==> config.mk <==
export PLATFORM = sky130hd
export DESIGN_NAME = poc_and_timestamp_tracker_flat
export DESIGN_NICKNAME = d
export VERILOG_FILES = /design/src/hdl/ptt_pkg.sv /design/src/hdl/ptt_pic_if.sv /design/src/hdl/ptt_res_if.sv /design/src/hdl/ptt_cfg_if.sv /design/src/hdl/poc_and_timestamp_tracker.sv /design/src/flat_wrapper.sv
export SDC_FILE = /design/constraint.sdc
export NUM_CORES = 2
export LEC_CHECK = 0
export BUFFER_PORTS_ARGS = -buffer_cell sky130_fd_sc_hd__clkbuf_2
export CORE_MARGIN = 10
export CORE_UTILIZATION = 34
export DETAILED_ROUTE_END_ITERATION = 16
export PLACE_DENSITY_LB_ADDON = 0.15
export SYNTH_ARGS = -nofsm -noshare
export SYNTH_HDL_FRONTEND = slang
export SYNTH_SLANG_ARGS = --single-unit
==> constraint.sdc <==
create_clock -name clk_i -period 22.8 [get_ports clk_i]
set_input_delay 4.56 -clock clk_i [delete_from_list [all_inputs] [get_ports clk_i]]
set_output_delay 4.56 -clock clk_i [all_outputs]
set_load 0.02 [all_outputs]
==> src/hdl/ptt_pkg.sv <==
// ptt_pkg: shared constants, word types and helpers for the picture order
// count and timestamp tracker. No dependencies.
`timescale 1ns / 1ps

package ptt_pkg;

  localparam int TIME_WIDTH   = 48;
  localparam int LSB_MAX_BITS = 16;
  localparam int POC_LSB_W    = 16;
  localparam int ORDER_W      = 32;
  localparam int DUR_W        = 24;
  localparam int LOG2_W       = 5;
  localparam int DEPTH_W      = 15;
  localparam int OUT_TIME_W   = 48;
  localparam int CFG_ADDR_W   = 8;
  localparam int PROD_W       = ORDER_W + DUR_W + 1;
  localparam int RANGE_W      = LSB_MAX_BITS + 1;

  localparam logic [LOG2_W-1:0]  LOG2_MIN        = 5'd4;
  localparam logic [LOG2_W-1:0]  LOG2_MAX        = LOG2_W'(LSB_MAX_BITS);
  localparam logic [LOG2_W-1:0]  LOG2_RESET      = 5'd8;
  localparam logic [DUR_W-1:0]   DURATION_RESET  = 24'd1125000;
  localparam logic [DEPTH_W-1:0] DEPTH_LIMIT     = 15'd32767;
  localparam logic [DEPTH_W-1:0] DEPTH_RESET     = 15'd1;

  localparam logic [CFG_ADDR_W-1:0] CFG_LOG2_MAX_POC_LSB = 8'd0;
  localparam logic [CFG_ADDR_W-1:0] CFG_FRAME_DURATION   = 8'd1;

  typedef logic [TIME_WIDTH-1:0] ptt_time_t;

  typedef struct packed {
    logic                 is_idr;
    logic [POC_LSB_W-1:0] poc_lsb;
  } ptt_pic_t;

  typedef struct packed {
    logic signed [ORDER_W-1:0]    full_pic_order;
    logic signed [OUT_TIME_W-1:0] dts;
    logic signed [OUT_TIME_W-1:0] pts;
    logic [DEPTH_W-1:0]           reorder_depth;
    logic                         depth_grew;
  } ptt_res_t;

  typedef struct packed {
    logic [CFG_ADDR_W-1:0] addr;
    logic [DUR_W-1:0]      wdata;
  } ptt_cfg_t;

  // sign-extend a time value and cut it to the output field width
  function automatic logic [OUT_TIME_W-1:0] time_out(ptt_time_t v);
    logic signed [63:0] w;
    w = 64'(signed'(v));
    return w[OUT_TIME_W-1:0];
  endfunction

endpackage

==> src/hdl/ptt_pic_if.sv <==
// ptt_pic_if: valid/ready channel carrying one picture word.
// Depends on ptt_pkg.
`timescale 1ns / 1ps

interface ptt_pic_if;
  import ptt_pkg::*;

  logic     valid;
  logic     ready;
  ptt_pic_t data;

  modport source (output valid, output data, input ready);
  modport sink (input valid, input data, output ready);
endinterface

==> src/hdl/ptt_res_if.sv <==
// ptt_res_if: valid/ready channel carrying one result word.
// Depends on ptt_pkg.
`timescale 1ns / 1ps

interface ptt_res_if;
  import ptt_pkg::*;

  logic     valid;
  logic     ready;
  ptt_res_t data;

  modport source (output valid, output data, input ready);
  modport sink (input valid, input data, output ready);
endinterface

==> src/hdl/ptt_cfg_if.sv <==
// ptt_cfg_if: valid/ready register write channel (index and write data).
// Depends on ptt_pkg.
`timescale 1ns / 1ps

interface ptt_cfg_if;
  import ptt_pkg::*;

  logic     valid;
  logic     ready;
  ptt_cfg_t data;

  modport source (output valid, output data, input ready);
  modport sink (input valid, input data, output ready);
endinterface

==> src/hdl/poc_and_timestamp_tracker.sv <==
// poc_and_timestamp_tracker: extends picture order count LSBs and derives
// decode/presentation timestamps and the deepest reorder delta.
// Depends on ptt_pkg, ptt_pic_if, ptt_res_if and ptt_cfg_if.
// Each accepted picture word passes through the input register, order stage,
// delta stage, multiply stage and result register to its result word.
// Throughput: one word per cycle; each stage holds only while the stage after
// it is full and stalled. Reset (rst_ni low, async) clears all stage valids
// and the tracker state; registers return to 8 and 1125000.
`timescale 1ns / 1ps

module poc_and_timestamp_tracker (
  input  logic  clk_i,
  input  logic  rst_ni,
  ptt_pic_if.sink   pic_i,
  ptt_cfg_if.sink   cfg_i,
  ptt_res_if.source res_o
);
  import ptt_pkg::*;

  // configuration
  logic [LOG2_W-1:0] log2_lsb_q;
  logic [DUR_W-1:0]  frame_dur_q;

  // tracker state
  logic [ORDER_W-1:0]   frame_count_q, frame_count_d;
  logic [ORDER_W-1:0]   order_base_q, order_base_d;
  logic [ORDER_W-1:0]   order_msb_q, order_msb_d;
  logic [POC_LSB_W-1:0] prev_lsb_q, prev_lsb_d;
  logic [DEPTH_W-1:0]   depth_max_q, depth_max_d;
  ptt_time_t            decode_time_q, decode_time_d;

  // stage valids
  logic v0_q, v1_q, v2_q, v3_q, v4_q;
  logic rdy1, rdy2, rdy3, rdy4;
  logic ld1, ld2, ld3, ld4;

  // stage payloads
  ptt_pic_t           s0_q;
  logic [ORDER_W-1:0] full1_q, full1_d, fc1_q;
  ptt_time_t          dts1_q;
  logic [ORDER_W-1:0] full2_q, delta2_q;
  ptt_time_t          dts2_q;
  logic [ORDER_W-1:0] full3_q;
  ptt_time_t          dts3_q, prod3_q, prod3_d;
  logic [DEPTH_W-1:0] depth3_q;
  logic               grew3_q, grew3_d;
  ptt_res_t           res_q, res_d;

  logic [LOG2_W-1:0]    bits;
  logic [RANGE_W-1:0]   range, half;
  logic [RANGE_W-1:0]   diff;
  logic signed [PROD_W-1:0] prod_full;
  logic signed [63:0]   prod_ext;
  ptt_time_t            pts3;

  // handshake chain
  assign rdy4        = !v4_q || res_o.ready;
  assign rdy3        = !v3_q || rdy4;
  assign rdy2        = !v2_q || rdy3;
  assign rdy1        = !v1_q || rdy2;
  assign pic_i.ready = !v0_q || rdy1;
  assign ld1         = v0_q && rdy1;
  assign ld2         = v1_q && rdy2;
  assign ld3         = v2_q && rdy3;
  assign ld4         = v3_q && rdy4;
  assign cfg_i.ready = 1'b1;

  // order stage: msb extension and decode time
  always_comb begin
    if (log2_lsb_q < LOG2_MIN) begin
      bits = LOG2_MIN;
    end else if (log2_lsb_q > LOG2_MAX) begin
      bits = LOG2_MAX;
    end else begin
      bits = log2_lsb_q;
    end
    range = RANGE_W'(1) << bits;
    half  = range >> 1;
    diff  = '0;

    order_base_d = order_base_q;
    order_msb_d  = order_msb_q;
    prev_lsb_d   = prev_lsb_q;
    if (s0_q.is_idr) begin
      order_base_d = frame_count_q;
      order_msb_d  = '0;
      prev_lsb_d   = '0;
    end else begin
      if (s0_q.poc_lsb < prev_lsb_q) begin
        diff = RANGE_W'(prev_lsb_q) - RANGE_W'(s0_q.poc_lsb);
        if (diff >= half) begin
          order_msb_d = order_msb_q + ORDER_W'(range);
        end
      end else if (s0_q.poc_lsb > prev_lsb_q) begin
        diff = RANGE_W'(s0_q.poc_lsb) - RANGE_W'(prev_lsb_q);
        if (diff >= half) begin
          order_msb_d = order_msb_q - ORDER_W'(range);
        end
      end
      prev_lsb_d = s0_q.poc_lsb;
    end
    full1_d = ORDER_W'(s0_q.poc_lsb) + order_msb_d + order_base_d;

    if (frame_count_q != '0) begin
      decode_time_d = decode_time_q + TIME_WIDTH'(frame_dur_q);
    end else begin
      decode_time_d = decode_time_q;
    end
    frame_count_d = frame_count_q + ORDER_W'(1);
  end

  // multiply stage: delta times duration, depth tracking
  always_comb begin
    prod_full = signed'(delta2_q) * signed'({1'b0, frame_dur_q});
    prod_ext  = 64'(prod_full);
    prod3_d   = prod_ext[TIME_WIDTH-1:0];

    depth_max_d = depth_max_q;
    if (!delta2_q[ORDER_W-1] && (delta2_q > ORDER_W'(depth_max_q))) begin
      if (delta2_q > ORDER_W'(DEPTH_LIMIT)) begin
        depth_max_d = DEPTH_LIMIT;
      end else begin
        depth_max_d = delta2_q[DEPTH_W-1:0];
      end
    end
    grew3_d = (depth_max_d != depth_max_q);
  end

  // result stage
  always_comb begin
    pts3                 = dts3_q - prod3_q;
    res_d.full_pic_order = signed'(full3_q);
    res_d.dts            = signed'(time_out(dts3_q));
    res_d.pts            = signed'(time_out(pts3));
    res_d.reorder_depth  = depth3_q;
    res_d.depth_grew     = grew3_q;
  end

  always_ff @(posedge clk_i or negedge rst_ni) begin
    if (!rst_ni) begin
      log2_lsb_q  <= LOG2_RESET;
      frame_dur_q <= DURATION_RESET;
    end else if (cfg_i.valid) begin
      if (cfg_i.data.addr == CFG_LOG2_MAX_POC_LSB) begin
        log2_lsb_q <= cfg_i.data.wdata[LOG2_W-1:0];
      end else if (cfg_i.data.addr == CFG_FRAME_DURATION) begin
        frame_dur_q <= cfg_i.data.wdata;
      end
    end
  end

  always_ff @(posedge clk_i or negedge rst_ni) begin
    if (!rst_ni) begin
      frame_count_q <= '0;
      order_base_q  <= '0;
      order_msb_q   <= '0;
      prev_lsb_q    <= '0;
      decode_time_q <= '0;
    end else if (ld1) begin
      frame_count_q <= frame_count_d;
      order_base_q  <= order_base_d;
      order_msb_q   <= order_msb_d;
      prev_lsb_q    <= prev_lsb_d;
      decode_time_q <= decode_time_d;
    end
  end

  always_ff @(posedge clk_i or negedge rst_ni) begin
    if (!rst_ni) begin
      depth_max_q <= DEPTH_RESET;
    end else if (ld3) begin
      depth_max_q <= depth_max_d;
    end
  end

  always_ff @(posedge clk_i or negedge rst_ni) begin
    if (!rst_ni) begin
      v0_q <= 1'b0;
      v1_q <= 1'b0;
      v2_q <= 1'b0;
      v3_q <= 1'b0;
      v4_q <= 1'b0;
    end else begin
      if (pic_i.ready) begin
        v0_q <= pic_i.valid;
      end
      if (rdy1) begin
        v1_q <= v0_q;
      end
      if (rdy2) begin
        v2_q <= v1_q;
      end
      if (rdy3) begin
        v3_q <= v2_q;
      end
      if (rdy4) begin
        v4_q <= v3_q;
      end
    end
  end

  always_ff @(posedge clk_i) begin
    if (pic_i.ready && pic_i.valid) begin
      s0_q <= pic_i.data;
    end
    if (ld1) begin
      full1_q <= full1_d;
      fc1_q   <= frame_count_q;
      dts1_q  <= decode_time_d;
    end
    if (ld2) begin
      full2_q  <= full1_q;
      delta2_q <= fc1_q - full1_q;
      dts2_q   <= dts1_q;
    end
    if (ld3) begin
      full3_q  <= full2_q;
      dts3_q   <= dts2_q;
      prod3_q  <= prod3_d;
      depth3_q <= depth_max_d;
      grew3_q  <= grew3_d;
    end
    if (ld4) begin
      res_q <= res_d;
    end
  end

  assign res_o.valid = v4_q;
  assign res_o.data  = res_q;

  a_depth_nonzero: assert property (@(posedge clk_i) disable iff (!rst_ni)
    depth_max_q != '0)
    else $error("reorder depth dropped to zero");

  a_depth_monotonic: assert property (@(posedge clk_i) disable iff (!rst_ni)
    1'b1 |=> depth_max_q >= $past(depth_max_q))
    else $error("reorder depth decreased");

  a_frame_count_step: assert property (@(posedge clk_i) disable iff (!rst_ni)
    ld1 |=> frame_count_q == $past(frame_count_q) + ORDER_W'(1))
    else $error("frame count did not advance by one per picture");

  a_idr_clears: assert property (@(posedge clk_i) disable iff (!rst_ni)
    ld1 && s0_q.is_idr |=> order_msb_q == '0 && prev_lsb_q == '0)
    else $error("idr picture did not clear order msb and previous lsb");

  a_grew_matches: assert property (@(posedge clk_i) disable iff (!rst_ni)
    ld3 && grew3_d |=> depth_max_q != $past(depth_max_q))
    else $error("depth growth flagged without a change of depth");

endmodule
==> src/flat_wrapper.sv <==
// flat-port wrapper written by rule: the top's interface ports become plain ports
module poc_and_timestamp_tracker_flat import ptt_pkg::*;
  (clk_i, rst_ni, pic_i_valid, pic_i_data, pic_i_ready, cfg_i_valid, cfg_i_data, cfg_i_ready, res_o_valid, res_o_data, res_o_ready);
  ptt_pic_if pic_i_i ();
  ptt_cfg_if cfg_i_i ();
  ptt_res_if res_o_i ();
  input  logic clk_i;
  input  logic rst_ni;
  input wire logic [$bits(pic_i_i.valid)-1:0] pic_i_valid;
  input wire logic [$bits(pic_i_i.data)-1:0] pic_i_data;
  output wire logic [$bits(pic_i_i.ready)-1:0] pic_i_ready;
  input wire logic [$bits(cfg_i_i.valid)-1:0] cfg_i_valid;
  input wire logic [$bits(cfg_i_i.data)-1:0] cfg_i_data;
  output wire logic [$bits(cfg_i_i.ready)-1:0] cfg_i_ready;
  output wire logic [$bits(res_o_i.valid)-1:0] res_o_valid;
  output wire logic [$bits(res_o_i.data)-1:0] res_o_data;
  input wire logic [$bits(res_o_i.ready)-1:0] res_o_ready;
  assign pic_i_i.valid = pic_i_valid;
  assign pic_i_i.data = pic_i_data;
  assign pic_i_ready = pic_i_i.ready;
  assign cfg_i_i.valid = cfg_i_valid;
  assign cfg_i_i.data = cfg_i_data;
  assign cfg_i_ready = cfg_i_i.ready;
  assign res_o_valid = res_o_i.valid;
  assign res_o_data = res_o_i.data;
  assign res_o_i.ready = res_o_ready;
  poc_and_timestamp_tracker u_core (.clk_i(clk_i), .rst_ni(rst_ni), .pic_i(pic_i_i), .cfg_i(cfg_i_i), .res_o(res_o_i));
endmodule
==> results summary <==
The flow ran to the end, and the final reports show no timing, DRC or antenna violations. The top-level I/O count came out at between 200 and 250. The count of antenna-violating nets left after detailed routing is 0. The power per cell area came out at around 100 nW/um^2. In the synthesized netlist the async set-or-reset flop fraction comes to 0.283. Timing analysis after detailed placement gives a worst setup slack of 12.74 ns. After detailed routing, the number of vias per cell comes to between 4 and 5. STA puts the critical path data required time at 18.24 ns. The final hold violation count is 0.

From bottom edge to top edge, the die measures approximately 450 um. The average wire per cell in the routed design came out at around 20 um. STA classifies the critical path endpoint as an output pin. The share of power burned in the clock network came out at 0.210.

The initial antenna violation count is 5. The standard cell core area is ~180000 um^2. The share of the yosys chip area belonging to registers came out at 0.338.

The final count of pins violating max slew is 0. Of all nets on the critical path, the largest fanout is 4. The post-CTS clock slew at the launch and capture registers of the worst setup and hold paths is approximately 0.060 ns. The part of the total power dissipated in sequential elements is 0.296.

In this run the power spent charging and discharging nets is 3.08 mW. In this run, post-CTS hold repair placed 0 buffers. The maximum number of pins on one net before global-route repair came out at 65. In this run the post-CTS setup repair buffer count came out at 0.

The time the final worst path needs with I/O delays and setup is 10.05 ns. The arrival time of data at the critical path endpoint came out at approximately 5.5 ns. The gate count after technology mapping is ~5900. The pre-antenna-repair detailed-routing pass consisted of 5 iterations. The initial DRC count is between 2000 and 2500. The floorplan die area came out at approximately 200000 um^2. By startpoint and endpoint, the worst setup path is classified as input pin to output pin. The number of placement rows came out at roughly 160. The setup TNS after final layout came out at 0 ns. The element type at the critical path start is an input pin. The via count of the first global-routing pass was around 44000.

The net count of the finished layout is between 7000 and 8000. The weighted congestion at the end of routability-driven global placement came out at 0.834. For the pin with the worst max-slew slack, the measured transition is 1.22 ns. In this run, CTS created clock tree buffers numbering a little over 90. The final routed wirelength across all metal layers is 170000 um. The share of power burned in combinational logic is 0.494. From synthesis to final layout, the design area changed by 11.2%. The number of remaining DRC errors is 0.

After clock tree synthesis, the repair step resized 0 gates. The worst slew slack as a fraction of its limit is 0.180. Setup repair after global routing left no endpoint under its margin. Synthesis inferred 738 register bits. In this run, synthesis inferred between 500 and 600 flip-flops with an integrated enable. The overall routing resource usage came out at 0.169. The clock network latency to the later pin of the worst-skew pair came out at about 0.75 ns. Each instance of the synthesized netlist takes up on average roughly 11 um^2. The fmax is approximately 100 MHz. The leakage power summed over all cells is roughly 31 nW.

The first global-routing pass estimated ~270000 um of wire. In this run the deepest clock path goes through 3 buffers. The commonest register cell after synthesis is sky130_fd_sc_hd__edfxtp_1. After synthesis, the netlist uses 94 different library cells. TritonCTS built the clock tree.

The HPWL after detailed placement came out at around 130000 um. The switching part of the total is 0.423. Setup violations remaining at the end of the flow were counted as 0. The initial utilization of the core area, before any placement, comes to 0.342.

Of the available clock period, the critical path in the final layout requires 0.441. The count of fill cells added during filler insertion is 18100. The x dimension of the die is 449 um. The tightest min-delay check is of the flip-flop to flip-flop type. The worst-case setup margin in the final layout is around 13 ns. On the final layout, the worst clock skew is approximately 0.078 ns.

The synthesized cell area came out at 62500 um^2. The fraction of final layout cells with drive strength greater than 1 is 0.102. The number of clock sinks seen by CTS came out at roughly 740. The total grt overflow is 0.

The yosys synthesis warning count came out at 0. The number of max-capacitance violations reported is 0. The internal power is roughly 4.2 mW.

In this run the clock root is driven by a sky130_fd_sc_hd__clkbuf_16. The worst hold margin came out at roughly 0.40 ns. The count of buffers inserted at the top-level ports is between 150 and 200. In this run the number of H-tree levels came out at 3.

The worst ir drop on vdd came out at around 60 uV. The detailed-route via count came out at roughly 42000.
==> registers in the layout, summed over array words and instances, names as in the netlist, 5 cells and up <==
signal	cells
u_core.res_o.data	144
u_core.decode_time_q	48
u_core.dts1_q	48
u_core.dts2_q	48
u_core.dts3_q	48
u_core.prod3_q	48
u_core.delta2_q	32
u_core.fc1_q	32
u_core.frame_count_q	32
u_core.full1_q	32
u_core.full2_q	32
u_core.full3_q	32
u_core.order_base_q	32
u_core.order_msb_q	32
u_core.frame_dur_q	24
u_core.s0_q	17
u_core.prev_lsb_q	16
u_core.depth3_q	15
u_core.depth_max_q	15
u_core.log2_lsb_q	5
==> cells by family (layout without fill, tap and decap cells) <==
group | after synthesis | in the layout | synth area share
AO/OA/AOI/OAI | 801 | 801 | 0.0853
XOR/XNOR | 315 | 315 | 0.0442
adder cells (fa/ha/maj) | 1115 | 1115 | 0.309
buffers and inverters | 1137 | 1332 | 0.0691
flip-flops | 738 | 738 | 0.338
multiplexers | 158 | 158 | 0.0281
other | 2 | 20 | 0.000120
AND/OR/NAND/NOR | 1629 | 1629 | 0.126
==> final cells by class <==
| class | count | area (um^2) | share of cell area |
|---|---|---|---|
| diodes | 4 | 10.0 | 0.000144 |
| clock buffers | 113 | 2450 | 0.0353 |
| clock inverters | 59 | 744 | 0.0107 |
| inverters | 886 | 3340 | 0.0481 |
| multi-input cells | 4034 | 37100 | 0.535 |
| flip-flops and latches | 738 | 21100 | 0.304 |
| well taps | 2464 | 3080 | 0.0444 |
| repair buffers | 274 | 1570 | 0.0226 |
==> final timing paths <==
kind / endpoint / cells past startpoint / slack [ns] / from
max in group asynchronous: u_core.frame_dur_q[6]$_DFFE_PN0P_ / 3 / 17.17 / rst_ni
worst max register to register: u_core.full1_q[30]$_DFFE_PP_ / 34 / 13.65 / u_core.s0_q[0]$_DFFE_PP_
worst min-delay path: u_core.dts2_q[8]$_DFFE_PP_ / 0 / 0.40 / u_core.dts1_q[8]$_DFFE_PP_
worst min register to register: u_core.dts2_q[8]$_DFFE_PP_ / 0 / 0.40 / u_core.dts1_q[8]$_DFFE_PP_
min in group asynchronous: u_core.frame_dur_q[22]$_DFFE_PN0P_ / 1 / 3.78 / rst_ni
worst max-delay path: pic_i_ready / 5 / 12.75 / res_o_ready
==> worst max-delay path, cell delays in order <==
cell	delay (ns)
sky130_fd_sc_hd__clkbuf_2	0.08
sky130_fd_sc_hd__nor2b_1	0.29
sky130_fd_sc_hd__and2_1	0.23
sky130_fd_sc_hd__nand4_1	0.14
sky130_fd_sc_hd__clkbuf_2	0.19
==> synthesized netlist by cell type, types with 46 or more instances <==
library cell	number	area, um^2
sky130_fd_sc_hd__nor2_1	232	871
sky130_fd_sc_hd__xnor2_1	220	1930
sky130_fd_sc_hd__fa_1	715	14300
sky130_fd_sc_hd__nor2b_1	48	300
sky130_fd_sc_hd__nand4_1	46	288
sky130_fd_sc_hd__and2_1	326	2040
sky130_fd_sc_hd__nand2b_1	47	294
sky130_fd_sc_hd__ha_1	400	5000
sky130_fd_sc_hd__clkbuf_1	224	841
sky130_fd_sc_hd__o21ai_0	149	746
sky130_fd_sc_hd__nand2_1	667	2500
sky130_fd_sc_hd__o21a_1	46	345
sky130_fd_sc_hd__mux2_2	136	1530
sky130_fd_sc_hd__nand3_1	71	355
sky130_fd_sc_hd__a21o_1	93	698
sky130_fd_sc_hd__inv_1	884	3320
sky130_fd_sc_hd__a21oi_1	206	1030
sky130_fd_sc_hd__nor3_1	57	285
sky130_fd_sc_hd__xor2_1	95	832
sky130_fd_sc_hd__edfxtp_1	529	15900
sky130_fd_sc_hd__dfrtp_1	200	5000
==> power by group through the flow <==
stage / registers (mW) / clock network, mW / logic, mW
floorplan: 2.19 / 0 / 2.50
global placement: 2.19 / 0 / 3.60
detailed placement: 2.19 / 0 / 3.63
CTS: 2.17 / 1.59 / 3.64
global route: 2.20 / 1.64 / 4.06
finish: 2.15 / 1.53 / 3.60
==> metal layers <==
layer	global-route usage	wire length, um
met5	0	0
met2	0.291	82900
met4	0.0558	5170
met1	0.219	75400
met3	0.0222	6810
==> metrics by stage <==
stage / cell area, um^2 / std cells / total power, mW / util
after global routing: 69500 / 8569 / 7.90 / 0.380
after detailed placement: 66300 / 8396 / 5.82 / 0.362
final: 69500 / 8572 / 7.29 / 0.380
after CTS: 69500 / 8568 / 7.40 / 0.380
after global placement: 66300 / 8396 / 5.79 / 0.362
after floorplan: 62500 / 5909 / 4.69 / -
==> placed cells by master (no fill, tap or decap), types with 47 or more instances in the layout <==
master                      instances
sky130_fd_sc_hd__mux2_2           136
sky130_fd_sc_hd__a21o_1            93
sky130_fd_sc_hd__xnor2_1          220
sky130_fd_sc_hd__nand2_1          666
sky130_fd_sc_hd__and2_1           325
sky130_fd_sc_hd__nand2b_1          47
sky130_fd_sc_hd__fa_1             715
sky130_fd_sc_hd__inv_1            883
sky130_fd_sc_hd__xor2_1            95
sky130_fd_sc_hd__nand3_1           70
sky130_fd_sc_hd__ha_1             400
sky130_fd_sc_hd__clkbuf_2         198
sky130_fd_sc_hd__nor2_1           231
sky130_fd_sc_hd__a21oi_1          206
sky130_fd_sc_hd__edfxtp_1         529
sky130_fd_sc_hd__nor3_1            57
sky130_fd_sc_hd__o21ai_0          148
sky130_fd_sc_hd__nor2b_1           47
sky130_fd_sc_hd__clkbuf_16         92
sky130_fd_sc_hd__dfrtp_1          192
sky130_fd_sc_hd__buf_4             75
Power figures use the tool's default switching activity.
